`config.mk`:
```
export PLATFORM = sky130hd
export DESIGN_NAME = wrs_scale
export DESIGN_NICKNAME = d
export VERILOG_FILES = /design/src/rtl/weighted_resample_index_search_defines.svh /design/src/rtl/wrs_pkg.sv /design/src/rtl/wrs_scale.sv
export SDC_FILE = /design/constraint.sdc
export NUM_CORES = 1
export LEC_CHECK = 0
export ABC_AREA = 1
export BUFFER_PORTS_ARGS = -buffer_cell sky130_fd_sc_hd__clkbuf_2
export CAP_MARGIN = 25
export CORE_MARGIN = 2
export CORE_UTILIZATION = 50
export DETAILED_ROUTE_END_ITERATION = 16
export MAX_ROUTING_LAYER = met4
export PLACE_DENSITY = 0.69
export SETUP_SLACK_MARGIN = 0.5
export SYNTH_ARGS = -nofsm -noshare
export SYNTH_HDL_FRONTEND = slang
export SYNTH_SLANG_ARGS = --single-unit
```
`constraint.sdc`:
```
create_clock -name aclk -period 4.6 [get_ports aclk]
set_input_delay 0.69 -clock aclk [delete_from_list [all_inputs] [get_ports aclk]]
set_output_delay 0.69 -clock aclk [all_outputs]
set_load 0.02 [all_outputs]
```
`src/rtl/weighted_resample_index_search_defines.svh`:
```
// Assertion macros for the resample index search block.
`ifndef WEIGHTED_RESAMPLE_INDEX_SEARCH_DEFINES_SVH
`define WEIGHTED_RESAMPLE_INDEX_SEARCH_DEFINES_SVH

`ifndef SYNTHESIS

`define WRS_ASSERT(lbl, clk, rstn, prop, msg) \
    lbl: assert property (@(posedge clk) disable iff (!rstn) prop) else $error(msg);

`define WRS_ASSERT_NEXT(lbl, clk, rstn, trig, prop, msg) \
    lbl: assert property (@(posedge clk) disable iff (!rstn) (trig) |=> (prop)) else $error(msg);

`else

`define WRS_ASSERT(lbl, clk, rstn, prop, msg)

`define WRS_ASSERT_NEXT(lbl, clk, rstn, trig, prop, msg)

`endif

`endif

```
`src/rtl/wrs_pkg.sv`:
```
`timescale 1ns / 1ps

package wrs_pkg;

    localparam int MAX_PARTICLES_DEF = 1024;
    localparam int WEIGHT_BITS_DEF   = 16;

    localparam int WEIGHT_IN_W = 16;
    localparam int FRAC_W      = 16;
    localparam int IDX_OUT_W   = 10;
    localparam int DIGIT_W     = 4;

    localparam logic ACT_LOAD = 1'b0;
    localparam logic ACT_DRAW = 1'b1;

    typedef struct packed {
        logic busy;
        logic done;
    } wrs_mul_stat_t;

endpackage

```
`src/rtl/wrs_scale.sv`:
```
`timescale 1ns / 1ps

module wrs_scale #(
    parameter int SUM_W = 26
) (
    input  logic                  aclk,
    input  logic                  aresetn,
    input  logic                  start,
    input  logic [15:0]           frac,
    input  logic [SUM_W-1:0]      total,
    output wrs_pkg::wrs_mul_stat_t stat,
    output logic [SUM_W-1:0]      target
);

    import wrs_pkg::*;

    localparam int ACC_W  = SUM_W + FRAC_W;
    localparam int STEPS  = FRAC_W / DIGIT_W;
    localparam int STEP_W = $clog2(STEPS);

    logic [ACC_W-1:0]       acc_reg, acc_next;
    logic [FRAC_W-1:0]      frac_reg;
    logic [STEP_W-1:0]      step_reg;
    logic                   busy_reg;
    logic                   done_reg;
    logic [DIGIT_W-1:0]     digit;
    logic [SUM_W+DIGIT_W-1:0] part;

    // radix-16 shift-add, most significant digit first
    assign digit    = frac_reg[FRAC_W-1 -: DIGIT_W];
    assign part     = digit * total;
    assign acc_next = (acc_reg << DIGIT_W) + ACC_W'(part);

    always_ff @(posedge aclk) begin
        if (!aresetn) begin
            busy_reg <= 1'b0;
            done_reg <= 1'b0;
            step_reg <= '0;
        end else begin
            done_reg <= 1'b0;
            if (start) begin
                busy_reg <= 1'b1;
                step_reg <= '0;
            end else if (busy_reg) begin
                step_reg <= step_reg + 1'b1;
                if (step_reg == STEP_W'(STEPS - 1)) begin
                    busy_reg <= 1'b0;
                    done_reg <= 1'b1;
                end
            end
        end
    end

    always_ff @(posedge aclk) begin
        if (start) begin
            acc_reg  <= '0;
            frac_reg <= frac;
        end else if (busy_reg) begin
            acc_reg  <= acc_next;
            frac_reg <= frac_reg << DIGIT_W;
        end
    end

    assign stat.busy = busy_reg;
    assign stat.done = done_reg;
    assign target    = acc_reg[ACC_W-1:FRAC_W];

endmodule
```
==> run_results.csv, run 1 <==
group,metric,value,unit
placement,dpl.hpwl,15.0,mm
die,die_y,130,µm
worst_setup_path,critPathTopFamily,"adder cells",
finish,final_cells,1475,
pwr,peakVddDrop,0.307,mV
finish,syn_to_final_growth,14.2,%
worst_setup_path,worstPathRequired,4.83,ns
finish,n_fill_cell,1520,
synth,netlist_instances,1217,
timing,finalSetupTns,0,ns
clock_network,root_buffer,"clkbuf_16",
pwr,totalPowerFinal,4.62,mW
worst_setup_path,start_kind,"flip-flop",
worst_setup_path,slowest_delay,0.58,ns
routing,antenna_left,0,
timing,slew_headroom,32.0,%
routing,drc,0,
synth,synth_edf_count,16,
timing,finalCritPeriodShare,86.5,%
finish,diodes,0,
worst_setup_path,cp_cell_sequence,"buf_8, nand2_1, inv_1, fa_1, fa_1, inv_1, fa_1, inv_1, ha_2, nand2_2, inv_1, a21oi_2, nand2_1, a21oi_2, nand2_1, nand3_1, nand3_1, nand2_1, inv_1",
finish,drive_above_1_share,16.6,%
clock_network,cts_sinks,62,
grt,grt_max_degree,27,
synth,synth_cell_type_count,45,
pwr,power.share.switching,50.8,%
synth,ys_warn_count,0,
timing,tightestPinTransition,1.02,ns
pwr,p_switching,2.35,mW
pwr,p_comb_share,69.4,%
clock_network,clk_latency,0.33,ns
routing,wire_per_inst,12.9,µm
pwr,p_int,2.27,mW
timing,hold_violations,0,
die,coreArea,0.0153,mm²
clock_network,htreeDepth,3,
timing,timing.hold.ws,0.464,ns
worst_setup_path,worstPathMaxFanout,26,
placement,place.gp.congestion,0.994,
timing,period_needed,3.98,ns
worst_setup_path,worst_setup_path_end_kind,"flip-flop",
clock_network,cts_tree,"done",
placement,dp.cells,1455,
placement,pre_cts_ws,0.229,ns
worst_setup_path,critical_path_class,"flip-flop to flip-flop",
pwr,p_leak,5.34,nW
routing,num_vias,6957,
timing,finalSetupViolations,0,
worst_setup_path,r2r_slack,0.62,ns
grt,antenna_found_initial,0,
worst_hold_path,min_path_type,"flip-flop to flip-flop",
grt,grt_pass1_wl,31.5,mm
routing,drt_wl_total,19.0,mm
timing,setup_slack,0.621,ns
finish,design_area,0.00902,mm²
status,status,"finished clean",
grt,grt_pass1_vias,6467,
clock_network,cts_buffer_depth,2,
die,rows,45,
finish,utilization,58.9,%
die,dieArea,0.0168,mm²
finish,multi_input_area,0.00522,mm²
worst_setup_path,cpMostUsedCell,"inv_1",
pwr,p_per_area,512,mW/mm²
timing,clock_skew,0.00677,ns
synth,ys.flop_type,"dfxtp_1",
worst_setup_path,critPathBufInv,6,
run,drv_cap,0,
timing,fmax,251,MHz
worst_setup_path,cp.arrival,4.21,ns
pwr,clkPwrFrac,15.1,%
routing,vias_per_cell,4.72,
die,start_util,51.6,%
placement,port_buffers,72,
grt,grt_use_total,24.2,%
finish,largest_register_ffs,42,
placement,placed_area,0.00827,mm²
die,boundaryPins,73,
finish,layout.nets,1416,
routing,first_iter_violations,461,
synth,syn_avg_cell_area,6.49,µm²
synth,synth-seq-area-share,17.7,%
worst_setup_path,slowest_stage,"fa_1",
pwr,power_frac_seq,15.5,%
timing,rsz0062_at_grt,"yes",
synth,synth_nets,1374,
die,die_w,130,µm
timing,drv_slew,0,
synth,async_flop_share,0,%
finish,regArea,0.00140,mm²
synth,ys_ff_latch,62,
grt,grt-ovfl-total,0,
clock_network,clkTransAtPathRegs,0.06,ns
synth,synth_area,0.00790,mm²
clock_network,cts_buffers,9,
routing,first_pass_iters,5,
[synthesized netlist by cell type (2+ instances only)]
master	count	area [µm²]
a21o_1	2	15.0
a21oi_1	40	200
a21oi_2	3	26.3
buf_1	3	11.3
buf_2	2	10.0
buf_4	28	210
clkbuf_1	17	63.8
dfxtp_1	46	921
edfxtp_1	16	480
fa_1	73	1460
ha_1	39	488
inv_1	350	1310
inv_2	4	15.0
nand2_1	356	1340
nand2_2	18	113
nand3_1	44	220
nand3_2	5	50.1
nand3b_1	2	15.0
nand4_1	4	25.0
nor2_1	75	282
nor2_2	7	43.8
nor2_4	2	22.5
nor3_1	8	40.0
nor3_2	3	30.0
nor4_1	2	12.5
o21ai_0	26	130
o21bai_1	5	37.5
o22ai_1	7	43.8
xnor2_1	7	61.3
xor2_1	8	70.1
[cell type report]
cell class	instances	area share, %
Clock buffer	10	2.54
Clock inverter	6	0.791
Inverter	354	14.7
Multi-Input combinational cell	748	57.9
Sequential cell	62	15.5
Tap cell	211	2.93
Timing Repair Buffer	84	5.58
[layer usage]
layer	routed length [µm]	track usage [%]
met1	9360	35.6
met2	8450	36.2
met3	985	2.58
met4	180	5.06
met5	0	-
[cell usage in the layout, fill, tap and decap left out, types with 3 or more instances in the layout]
cell,Yosys,layout
nor2_4,2,4
nor2_2,7,16
o21bai_1,5,5
nand2_1,356,342
dfxtp_1,46,46
nand3_1,44,40
inv_2,4,5
xor2_1,8,8
o21ai_1,1,3
buf_4,28,8
nor2_1,75,64
fa_1,73,72
ha_4,0,16
a21oi_2,3,14
nor3_2,3,5
o21ai_0,26,24
nand2_4,0,4
clkbuf_2,0,72
inv_1,350,349
xnor2_1,7,7
ha_1,39,18
clkbuf_16,0,9
o22ai_1,7,7
nand2_2,18,28
ha_2,0,5
a21oi_1,40,29
nor3_1,8,6
edfxtp_1,16,16
nand3_2,5,7
nand4_1,4,4
[power by group through the flow]
stage	Clock [mW]	Sequential (mW)	Combinational [mW]
floorplan	0	0.694	2.08
global placement	0	0.722	2.63
detailed placement	0	0.725	2.66
CTS	0.706	0.714	2.69
global route	0.730	0.725	3.58
finish	0.699	0.714	3.21
[final timing paths]
| path | startpoint | endpoint | cells after the start |
|---|---|---|---|
| max | frac_reg[14] | acc_reg[39] | 19 |
| min | step_reg[1] | step_reg[1] | 2 |
| max reg2reg | frac_reg[14] | acc_reg[39] | 19 |
| min reg2reg | step_reg[1] | step_reg[1] | 2 |
[cell families after synthesis]
group           synth area share [%]
fa+ha+maj                       24.7
simple gates                    28.5
xor+xnor                        1.66
buf+inv                         21.2
compound gates                  6.18
flops                           17.7
[worst reg2reg max path: stages, from the launching register on]
cell and delay [ns]:
edfxtp_1 0.40, buf_8 0.19, nand2_1 0.11, inv_1 0.05
fa_1 0.49, fa_1 0.58, inv_1 0.07, fa_1 0.50
inv_1 0.04, ha_2 0.32, nand2_2 0.13, inv_1 0.08
a21oi_2 0.21, nand2_1 0.13, a21oi_2 0.19, nand2_1 0.12
nand3_1 0.08, nand3_1 0.07, nand2_1 0.07, inv_1 0.04
[what timing repair did]
item / CTS / global route
gates resized for setup: 4 / 90
setup buffers: 0 / 4
endpoints found under the hold margin: 0 / 0
hold buffers: 0 / 0
pin swaps: 0 / 9
endpoints found under the setup margin: 3 / 28
(Power assumes the default switching activity.)
==> inputs of run 2 (changes only) <==
Settings changed: REMOVE_ABC_BUFFERS from default to 1.
==> run_results.csv, run 2 (same netlist as run 1, synthesis figures left out) <==
group,metric,value,unit
clock_network,cts_tree,"done",
worst_setup_path,start_kind,"flip-flop",
timing,finalSetupTns,0,ns
grt,grt-ovfl-total,0,
die,rows,45,
placement,placed_area,0.00824,mm²
worst_setup_path,critical_path_class,"flip-flop to flip-flop",
grt,grt_pass1_vias,6541,
clock_network,clk_latency,0.35,ns
finish,layout.nets,1419,
routing,wire_per_inst,13.1,µm
grt,grt_pass1_wl,31.9,mm
worst_hold_path,min_path_type,"flip-flop to flip-flop",
routing,first_pass_iters,5,
placement,pre_cts_ws,0.151,ns
clock_network,cts_sinks,62,
clock_network,root_buffer,"clkbuf_16",
timing,slew_headroom,34.2,%
run,drv_cap,0,
die,coreArea,0.0153,mm²
die,dieArea,0.0168,mm²
die,die_w,130,µm
routing,drc,0,
routing,antenna_left,0,
finish,syn_to_final_growth,14.8,%
worst_setup_path,worstPathMaxFanout,7,
clock_network,cts_buffers,9,
routing,first_iter_violations,436,
timing,finalCritPeriodShare,86.1,%
clock_network,clkTransAtPathRegs,0.06,ns
timing,tightestPinTransition,0.987,ns
routing,num_vias,7008,
timing,fmax,252,MHz
finish,utilization,59.2,%
finish,drive_above_1_share,16.7,%
finish,mostFrequentLayoutCell,"inv_1",
finish,diodes,0,
clock_network,cts_buffer_depth,2,
routing,drt_wl_total,19.3,mm
pwr,peakVddDrop,0.248,mV
placement,place.gp.congestion,1.03,
worst_setup_path,cp.arrival,4.20,ns
finish,design_area,0.00906,mm²
finish,largest_register_ffs,42,
die,die_y,130,µm
worst_setup_path,worstPathRequired,4.84,ns
pwr,p_per_area,525,mW/mm²
timing,setup_slack,0.638,ns
timing,period_needed,3.96,ns
die,boundaryPins,73,
clock_network,htreeDepth,3,
routing,vias_per_cell,4.74,
grt,grt_max_degree,43,
timing,drv_slew,0,
timing,finalSetupViolations,0,
timing,clock_skew,0.0102,ns
worst_setup_path,worst_setup_path_end_kind,"flip-flop",
die,start_util,51.6,%
status,status,"finished clean",
grt,antenna_found_initial,0,
timing,hold_violations,0,
pwr,totalPowerFinal,4.76,mW
timing,rsz0062_at_grt,"yes",
pwr,p_leak,5.38,nW
grt,grt_use_total,24.7,%
finish,final_cell_mix,"inv_1, nand2_1, fa_1",
placement,dpl.hpwl,15.3,mm
clock_network,hold_buffers,0,
placement,port_buffers,72,
run 2: cell types whose count changed in the layout (fill, tap and decap cells not counted), sizes merged:
cell and change:
buf +3, clkbuf -1, clkinvlp -2, bufinv +2, clkinv +1
run 2: worst paths after layout:
| kind | start | end | depth (start not counted) | slack, ns |
|---|---|---|---|---|
| setup / recovery | frac_reg[15] | acc_reg[39] | 19 | 0.64 |
| hold / removal | step_reg[1] | step_reg[1] | 2 | 0.47 |
| setup reg to reg | frac_reg[15] | acc_reg[39] | 19 | 0.64 |
| hold reg to reg | step_reg[1] | step_reg[1] | 2 | 0.47 |
run 2: per-stage QoR:
step	cells	hold slack, ns
finish	1478	0.466
global route	1478	0.510
CTS	1474	0.470
detailed placement	1456	0.462
global placement	1456	0.452
floorplan	1164	0.442
run 2: cell type report:
type / instances / area (µm²)
repair buffers: 87 / 502
clock inverters: 7 / 121
flip-flops and latches: 62 / 1400
multi-input cells: 748 / 5220
fillers: 1517 / 6250
well taps: 211 / 264
clock buffers: 9 / 225
inverters: 354 / 1330
run 2: layer usage:
metal	track usage [%]	vias up	part of all wire (%)	wire length [µm]
li1	-	3597	-	-
met1	35.7	3239	49	9480
met2	37.2	142	45	8670
met3	2.05	30	3.8	740
met4	7.02	0	2.1	413
met5	-	-	0	0
run 2: critical path: stages (launching register included):
cell      delay (ns)
edfxtp_1        0.43
buf_4           0.19
nand2_1         0.06
inv_1           0.05
fa_1            0.50
fa_1            0.54
inv_1           0.05
fa_1            0.49
inv_1           0.04
ha_2            0.32
nand2_2         0.12
inv_1           0.08
a21oi_2         0.21
nand2_1         0.14
a21oi_2         0.24
nand2_2         0.10
nand3_1         0.07
nand3_1         0.08
nand2_1         0.08
inv_1           0.03
run 2: what timing repair did:
item	in CTS	in global routing
setup endpoints to repair	28	28
resized for setup	7	88
pin swaps	0	15
setup buffers	2	4
run 2: report_power, final:
group	internal [mW]	switching, mW	leakage (nW)
registers	0.650	0.0593	0.545
logic	1.21	2.02	4.67
clock network	0.532	0.284	0.170
total	2.39	2.37	5.38
==> inputs of run 3 (changes only) <==
Clock period 4.6 ns to 4 ns, I/O delays scaled along.
==> run_results.csv, run 3 (same netlist as run 1, synthesis figures left out) <==
group,metric,value,unit
status,status,"finished clean",
grt,grt_pass1_wl,33.3,mm
clock_network,htreeDepth,3,
clock_network,clk_latency,0.34,ns
pwr,power_frac_seq,13.1,%
pwr,power.share.switching,47.6,%
timing,hold_violations,0,
die,coreArea,0.0153,mm²
worst_setup_path,critical_path_class,"flip-flop to flip-flop",
grt,antenna_found_initial,0,
timing,finalCritPeriodShare,97.5,%
worst_setup_path,cp_cell_sequence,"buf_12, nand2_1, inv_1, fa_1, fa_1, inv_2, fa_1, inv_2, ha_4, nand2_2, inv_1, nand2_1, nand2_1, nand2_1, nand3_2, buf_4, buf_4, xor2_1, o21ai_0, inv_1",
worst_setup_path,worstPathMaxFanout,26,
clock_network,hold_buffers,0,
timing,drv_slew,0,
worst_setup_path,cpMostUsedCell,"nand2_1",
die,dieArea,0.0168,mm²
clock_network,cts_sinks,62,
finish,layout.nets,1492,
finish,final_cell_mix,"inv_1, nand2_1, buf_4",
worst_hold_path,min_path_type,"flip-flop to flip-flop",
pwr,peakVddDrop,0.292,mV
timing,finalSetupViolations,0,
clock_network,cts_buffer_depth,2,
timing,period_needed,3.90,ns
timing,rsz0062_at_grt,"yes",
worst_setup_path,cp.arrival,4.13,ns
timing,slew_headroom,40.8,%
placement,port_buffers,72,
pwr,p_switching,2.95,mW
clock_network,cts_buffers,9,
die,die_w,130,µm
grt,grt_max_degree,42,
routing,wire_per_inst,13.2,µm
finish,mostFrequentLayoutCell,"inv_1",
routing,drc,0,
finish,largest_register_ffs,42,
grt,grt-ovfl-total,0,
pwr,p_comb_share,73.9,%
routing,first_pass_iters,5,
routing,num_vias,7285,
routing,drt_wl_total,20.5,mm
pwr,p_per_area,632,mW/mm²
worst_setup_path,worstPathRequired,4.24,ns
placement,placed_area,0.00885,mm²
placement,place.gp.congestion,0.980,
finish,syn_to_final_growth,24.0,%
timing,finalSetupTns,0,ns
grt,grt_pass1_vias,6823,
clock_network,cts_tree,"done",
die,boundaryPins,73,
finish,drive_above_1_share,24.4,%
pwr,p_leak,5.77,nW
timing,fmax,257,MHz
placement,dpl.hpwl,15.9,mm
timing,clock_skew,0.00649,ns
grt,grt_use_total,26.0,%
worst_setup_path,worst_setup_path_end_kind,"flip-flop",
routing,first_iter_violations,426,
worst_setup_path,slowest_stage,"fa_1",
finish,diodes,0,
timing,timing.hold.ws,0.473,ns
worst_setup_path,start_kind,"flip-flop",
die,die_y,130,µm
routing,vias_per_cell,4.70,
timing,tightestPinTransition,0.886,ns
die,start_util,51.6,%
pwr,totalPowerFinal,6.19,mW
pwr,clkPwrFrac,13.0,%
routing,antenna_left,0,
die,rows,45,
clock_network,clkTransAtPathRegs,0.06,ns
clock_network,root_buffer,"clkbuf_16",
worst_setup_path,slowest_delay,0.57,ns
finish,design_area,0.00980,mm²
pwr,p_int,3.24,mW
run,drv_cap,0,
run 3: per-layer routing:
metal  wire [µm]  global-route usage [%]  share of wire (%)
met5           0                       -                  0
met4         247                    5.19                1.2
met3         883                    2.91                4.3
met2        9240                    39.9                 45
met1       10100                    37.5                 49
run 3: cell type report:
type | instances | area [µm²]
fill | 1399 | 5520
multi-input combinational | 748 | 5420
sequential | 62 | 1400
inverter | 354 | 1330
timing repair buffer | 160 | 1080
tap | 211 | 264
clock buffer | 9 | 225
clock inverter | 7 | 72.6
run 3: path summary, 6_finish.rpt:
path / depth (start not counted) / to / start / slack, ns
setup / recovery: 20 / acc_reg[15] / frac_reg[15] / 0.10
hold / removal: 2 / step_reg[1] / step_reg[1] / 0.47
setup reg to reg: 20 / acc_reg[15] / frac_reg[15] / 0.10
hold reg to reg: 2 / step_reg[1] / step_reg[1] / 0.47
run 3: critical path, delay by kind of cell (launching register included):
family          cells  cell delay, ns
flops               1            0.41
compound gates      1            0.14
simple gates        6            0.48
buf+inv             8            0.72
fa+ha+maj           4            1.89
xor+xnor            1            0.14
run 3: per-stage QoR:
step	cells	utilization, %	setup slack (ns)
2_1_floorplan	1164	-	0.125
3_3_place_gp	1530	57.8	-0.278
3_5_place_dp	1530	57.8	-0.246
4_1_cts	1548	62.2	0.0373
5_1_grt	1551	64.0	-0.135
6_report	1551	64.0	0.102
run 3: what timing repair did:
item	CTS	global route
gates resized for setup	52	71
pin swaps	7	7
setup endpoints to repair	36	37
buffers inserted	2	3
run 3: power groups by stage:
stage / clock network [mW] / registers (mW) / logic, mW
global placement: 0 / 0.819 / 3.68
detailed placement: 0 / 0.822 / 3.70
global route: 0.846 / 0.822 / 5.08
CTS: 0.814 / 0.809 / 4.23
floorplan: 0 / 0.882 / 2.23
finish: 0.805 / 0.811 / 4.58
